$ cat config.mk
export PLATFORM = sky130hd
export DESIGN_NAME = wss_mac
export DESIGN_NICKNAME = d
export VERILOG_FILES = /design/src/rtl/core/weighted_3x3_smoothing_stencil_top_macros.svh /design/src/rtl/core/wss_pkg.sv /design/src/rtl/core/wss_mac.sv
export SDC_FILE = /design/constraint.sdc
export NUM_CORES = 2
export LEC_CHECK = 0
export ABC_AREA = 1
export BUFFER_PORTS_ARGS = -buffer_cell sky130_fd_sc_hd__buf_4
export CORE_ASPECT_RATIO = 2
export CORE_MARGIN = 2
export CORE_UTILIZATION = 38
export CTS_BUF_LIST = sky130_fd_sc_hd__clkbuf_4 sky130_fd_sc_hd__clkbuf_8
export CTS_CLUSTER_DIAMETER = 30
export DETAILED_ROUTE_END_ITERATION = 12
export GPL_TIMING_DRIVEN = 0
export SLEW_MARGIN = 10
export SYNTH_ARGS = -nofsm -noshare
export SYNTH_HDL_FRONTEND = slang
export SYNTH_SLANG_ARGS = --single-unit
$ cat constraint.sdc
create_clock -name clk -period 8.3 [get_ports clk]
set_clock_uncertainty 0.1 [all_clocks]
set_input_delay 0.415 -clock clk [delete_from_list [all_inputs] [get_ports clk]]
set_output_delay 0.415 -clock clk [all_outputs]
set_load 0.01 [all_outputs]
$ cat src/rtl/core/weighted_3x3_smoothing_stencil_top_macros.svh
// assertion macros used by the stencil top module
`ifndef WEIGHTED_3X3_SMOOTHING_STENCIL_TOP_MACROS_SVH
`define WEIGHTED_3X3_SMOOTHING_STENCIL_TOP_MACROS_SVH

// same-cycle implication, disabled in reset
`define WSS_ASSERT_IMPLIES(lbl, clk, rst, ante, cons, msg) \
  lbl: assert property (@(posedge clk) disable iff (rst) (ante) |-> (cons)) else $error(msg);

// next-cycle implication, disabled in reset
`define WSS_ASSERT_NEXT(lbl, clk, rst, ante, cons, msg) \
  lbl: assert property (@(posedge clk) disable iff (rst) (ante) |=> (cons)) else $error(msg);

`endif

$ cat src/rtl/core/wss_pkg.sv
package wss_pkg;

  localparam int PIXEL_W      = 16;
  localparam int WEIGHT_W     = 16;
  localparam int SIZE_W       = 11;
  localparam int COORD_W      = 10;
  localparam int CFG_IDX_W    = 4;
  localparam int CFG_DATA_W   = 16;
  localparam int CORNER_SUM_W = PIXEL_W + 2;
  localparam int SIDE_SUM_W   = PIXEL_W + 2;
  localparam int ACC_W        = CORNER_SUM_W + WEIGHT_W + 2;
  localparam int MAX_WIDTH_DEF = 1024;

  localparam logic [SIZE_W-1:0]   SIZE_RST   = 11'd1024;
  localparam logic [WEIGHT_W-1:0] CORNER_RST = 16'd3277;
  localparam logic [WEIGHT_W-1:0] SIDE_RST   = 16'd6554;
  localparam logic [WEIGHT_W-1:0] CENTER_RST = 16'd26214;

  typedef enum logic [CFG_IDX_W-1:0] {
    REG_IMAGE_SIZE    = 4'd0,
    REG_CORNER_WEIGHT = 4'd1,
    REG_EDGE_WEIGHT   = 4'd2,
    REG_CENTER_WEIGHT = 4'd3
  } wss_reg_t;

  typedef struct packed {
    logic [WEIGHT_W-1:0] corner;
    logic [WEIGHT_W-1:0] side;
    logic [WEIGHT_W-1:0] center;
  } wss_weights_t;

  typedef struct packed {
    logic [PIXEL_W-1:0] pixel;
    logic               interior;
    logic               last;
    logic [COORD_W-1:0] out_row;
    logic [COORD_W-1:0] out_col;
  } wss_item_t;

  typedef struct packed {
    logic [CORNER_SUM_W-1:0] corners;
    logic [SIDE_SUM_W-1:0]   sides;
    logic [PIXEL_W-1:0]      centre;
    logic                    last;
    logic [COORD_W-1:0]      out_row;
    logic [COORD_W-1:0]      out_col;
  } wss_sums_t;

  // output word, low bits first: smoothed, out_row, out_col, zero fill
  typedef struct packed {
    logic [3:0]         pad;
    logic [COORD_W-1:0] out_col;
    logic [COORD_W-1:0] out_row;
    logic [PIXEL_W-1:0] smoothed;
  } wss_out_t;

  localparam int OUT_TDATA_W = $bits(wss_out_t);

endpackage

$ cat src/rtl/core/wss_mac.sv
module wss_mac (
  input  logic                                clk,
  input  logic                                rst,
  input  logic                                in_valid,
  output logic                                in_ready,
  input  wss_pkg::wss_sums_t                  in_sums,
  input  wss_pkg::wss_weights_t               weights,
  output logic                                m_tvalid,
  input  logic                                m_tready,
  output logic [wss_pkg::OUT_TDATA_W-1:0]     m_tdata,
  output logic                                m_tlast
);

  import wss_pkg::*;

  localparam int PROD_W   = CORNER_SUM_W + WEIGHT_W;
  localparam int CPROD_W  = PIXEL_W + WEIGHT_W;
  localparam int ROUND_W  = ACC_W - 16;

  logic                  v3;
  logic [PROD_W-1:0]     p_corner;
  logic [PROD_W-1:0]     p_side;
  logic [CPROD_W-1:0]    p_center;
  logic                  last3;
  logic [COORD_W-1:0]    row3;
  logic [COORD_W-1:0]    col3;
  logic                  ready_o;
  logic [ACC_W-1:0]      acc;
  logic [ROUND_W-1:0]    rounded;
  logic [PIXEL_W-1:0]    sat;
  wss_out_t              word;

  assign ready_o  = !m_tvalid || m_tready;
  assign in_ready = !v3 || ready_o;

  always_ff @(posedge clk) begin
    if (rst) begin
      v3 <= 1'b0;
    end else if (in_ready) begin
      v3 <= in_valid;
    end
    if (in_ready && in_valid) begin
      p_corner <= PROD_W'(in_sums.corners) * PROD_W'(weights.corner);
      p_side   <= PROD_W'(in_sums.sides) * PROD_W'(weights.side);
      p_center <= CPROD_W'(in_sums.centre) * CPROD_W'(weights.center);
      last3    <= in_sums.last;
      row3     <= in_sums.out_row;
      col3     <= in_sums.out_col;
    end
  end

  // round half up to q0.16, then clip
  always_comb begin
    acc     = ACC_W'(p_corner) + ACC_W'(p_side) + ACC_W'(p_center) + ACC_W'(17'h08000);
    rounded = acc[ACC_W-1:16];
    sat     = (|rounded[ROUND_W-1:PIXEL_W]) ? '1 : rounded[PIXEL_W-1:0];
  end

  assign m_tdata = word;

  always_ff @(posedge clk) begin
    if (rst) begin
      m_tvalid <= 1'b0;
    end else if (ready_o) begin
      m_tvalid <= v3;
    end
    if (ready_o && v3) begin
      word.pad      <= '0;
      word.out_col  <= col3;
      word.out_row  <= row3;
      word.smoothed <= sat;
      m_tlast       <= last3;
    end
  end

endmodule

==> impl_metrics.py <==
metrics = {
    "routing": {
        "drt_wl_total_um": 109000,
        "antenna_violating_nets_post_route": 0,
        "detailed_route_iter0_violations": 1162,
        "detailed_route_vias_per_instance": 4.86,
        "dr_total_vias": 27900,
        "drt_drc_violations_left": 0,
        "drt-wirelength-per-cell_um": 19.0,
        "drtPass1Iterations": 5,
    },
    "clocking": {
        "root_buffer": "clkbuf_8",
        "clkSinkCount": 160,
        "cts-buffers-inserted": 17,
        "insertion_delay_ns": 0.53,
        "htree_num_levels": 4,
        "clkSlewWorstSetupHoldPaths_ns": 0.11,
        "cts_buffer_depth": 2,
        "postCtsResizedCells": 0,
        "postCtsSetupRepairBufs": 0,
        "tritoncts": "yes",
    },
    "logic_synthesis": {
        "synth_top_cell_by_area": "fa_1",
        "postSynthCellCount": 4406,
        "synth_edf_count": 158,
        "synthesis.area_um2": 36300,
        "synthesis.area_per_instance_um2": 8.25,
        "ys_types": 44,
        "ys_warn_count": 0,
        "synthTopCellsByArea": "fa_1 37%, ha_1 13%, edfxtp_1 13%, inv_1 13%, nand2_1 12%",
        "synth-seq-cells": 160,
        "postSynth.topFlopCell": "edfxtp_1",
        "ys_seq_area_frac": 0.132,
        "asyncSetResetFlopFracSynth": 0,
        "yosysTopAreaCellShare": 0.369,
    },
    "sta": {
        "rsz0062_at_grt": "no",
        "final_max_slew_viol_count": 0,
        "fmax_ghz": 0.149,
        "hold_violations": 0,
        "setup-tns-final_ns": 0,
        "finalSetupViolCount": 0,
        "worst_slew_pin_slew_ns": 0.915,
        "timing.slew.headroom": 0.390,
        "timing.final.crit_period_ns": 6.70,
        "timing.final.crit_share": 0.807,
    },
    "grt": {
        "grt-busiest-layer": "met2",
        "grt_overflow": 0,
        "initial_antenna_violation_count": 3,
        "grt_util_met1": 0.210,
        "grt_start_max_net_pins": 95,
        "globalRouteMet2Util": 0.470,
        "globalRouteTotalUtil": 0.231,
        "wire_length_of_the_first_global_routing_pass_um": 170000,
        "gr_layer_usage_met3": 0.0233,
        "grt_pass1_vias": 31200,
    },
    "layout": {
        "design.final.nets": 5693,
        "commonest_cells_after_routing_fill_and_taps_aside": "1221 x inv_1, 1114 x nand2_1, 670 x fa_1, 383 x ha_1, 196 x clkbuf_1",
        "drive_gt1_frac": 0.0283,
        "final_core_util": 0.411,
        "layout.cells.most_common": "inv_1",
        "n_fill_cell": 9901,
        "syn_to_final_growth_pct": 7.42,
        "post-route-cell-area_um2": 39000,
    },
    "setup_path": {
        "setup.worst_path.end_class": "flip-flop",
        "crit-reg2reg-launch": "p_side[14]",
        "worstPathRequired_ns": 8.48,
        "critical_path.most_common_cell": "fa_1",
        "element_type_at_the_critical_path_start": "primary input",
        "cell_at_the_slowest_stage_of_the_critical_path": "fa_1",
        "worst-path-max-fanout": 10,
        "max_stage_delay_ns": 0.60,
        "timing_worst_setup_path_type": "primary input to flip-flop",
        "arrival_ns": 6.87,
        "timing.critical_path.from": "weights[26]",
        "crit_chain": "clkbuf_1 > clkbuf_1 > nand2_1 > fa_1 > inv_1 > fa_1 > fa_1 > fa_1 > fa_1 > inv_1 > fa_1 > inv_1 > ha_1 > nand2_1 > nor2_1 > nor2_1 > o21ai_0 > a21oi_1 > nand2_1 > a21oi_1 > xnor2_1",
    },
    "place": {
        "placement.cell_area_um2": 38400,
        "finalWeightedCongestion": 0.956,
        "port_buffers": 63,
        "dpl.hpwl_um": 95200,
    },
    "floorplan": {
        "fp.coreArea_um2": 94900,
        "ios": 168,
        "die_w_um": 223,
        "floorplan.rows": 160,
        "floorplan.die_area_um2": 98300,
        "die_height_um": 441,
        "initial_core_util": 0.383,
    },
    "flow_run": {
        "drv.max_cap_violation_count": 0,
    },
    "min_path": {
        "hold_path.startpoint": "m_tready",
        "hold_class": "primary input to flip-flop",
    },
    "status": {
        "outcome": "finished clean",
    },
}
-- cell families (layout without fill, tap and decap cells) --
family | Yosys count | after routing | synth area share
compound gates | 274 | 274 | 0.0435
simple gates | 1386 | 1386 | 0.150
buf+inv | 1428 | 1547 | 0.148
fa+ha+maj | 1053 | 1053 | 0.501
flops | 160 | 160 | 0.132
other cells | 1 | 5 | 0.000103
xor+xnor | 104 | 104 | 0.0251
-- worst max-delay path, delay by kind of cell --
kind	cells	cell delay [ns]
AO/OA/AOI/OAI	3	0.79
AND/OR/NAND/NOR	5	0.75
adder cells (fa/ha/maj)	7	3.48
buffers and inverters	5	1.29
XOR/XNOR	1	0.15
-- timing repair --
item                                    in CTS  in global routing
endpoints found under the setup margin       0                  0
hold buffers                                22                  0
endpoints found under the hold margin       23                  0
-- worst paths after layout --
path / end / slack [ns] / cells after the start
worst max-delay path: p_side[29] / 1.60 / 21
worst min-delay path: m_tvalid / 0.1 / 4
worst max register to register: m_tdata[12] / 4.54 / 15
worst min register to register: m_tdata[33] / 0.33 / 0
-- area by class of cell --
class	count	area, um2	area share
tap	1215	1520	0.0389
timing repair buffer	87	741	0.0190
multi-input combinational	2821	26200	0.671
sequential	160	4780	0.123
clock inverter	15	171	0.00439
clock buffer	17	234	0.00599
antenna	1	2.50	0.0000641
buffer	206	803	0.0206
inverter	1222	4590	0.118
-- per-stage QoR --
step	instances	hold WS, ns	setup slack, ns
global route	5744	0.0664	1.44
detailed placement	5689	0.306	1.11
global placement	5687	0.302	1.08
floorplan	4409	0.300	2.43
CTS	5743	0.0146	1.69
finish	5744	0.0954	1.60
-- layer usage --
layer  up-vias  part of all wire
li1      13100                 -
met1     13800              0.32
met4         2             0.078
met3       326             0.030
met2       676              0.57
met5         -           0.00012
-- state kept, by name (all words and copies together), names as in the netlist, 10 cells and up --
signal	count
row3	10
p_side	34
p_corner	34
p_center	32
m_tdata	36
col3	10
-- Yosys cell counts, types with 9 or more instances --
master / number
nand3_1: 80
fa_1: 670
nand4_1: 11
a21oi_1: 132
nor3_1: 20
nand2_2: 9
nor2_1: 134
xnor2_1: 29
nand2_1: 1114
o21ai_0: 51
ha_1: 383
clkbuf_1: 196
a31oi_1: 10
o21bai_1: 14
xor2_1: 75
inv_1: 1222
edfxtp_1: 158
a21o_1: 26
Power is not shown: default switching activity piles up to over one toggle a cycle in this logic, so the estimate is an artifact.
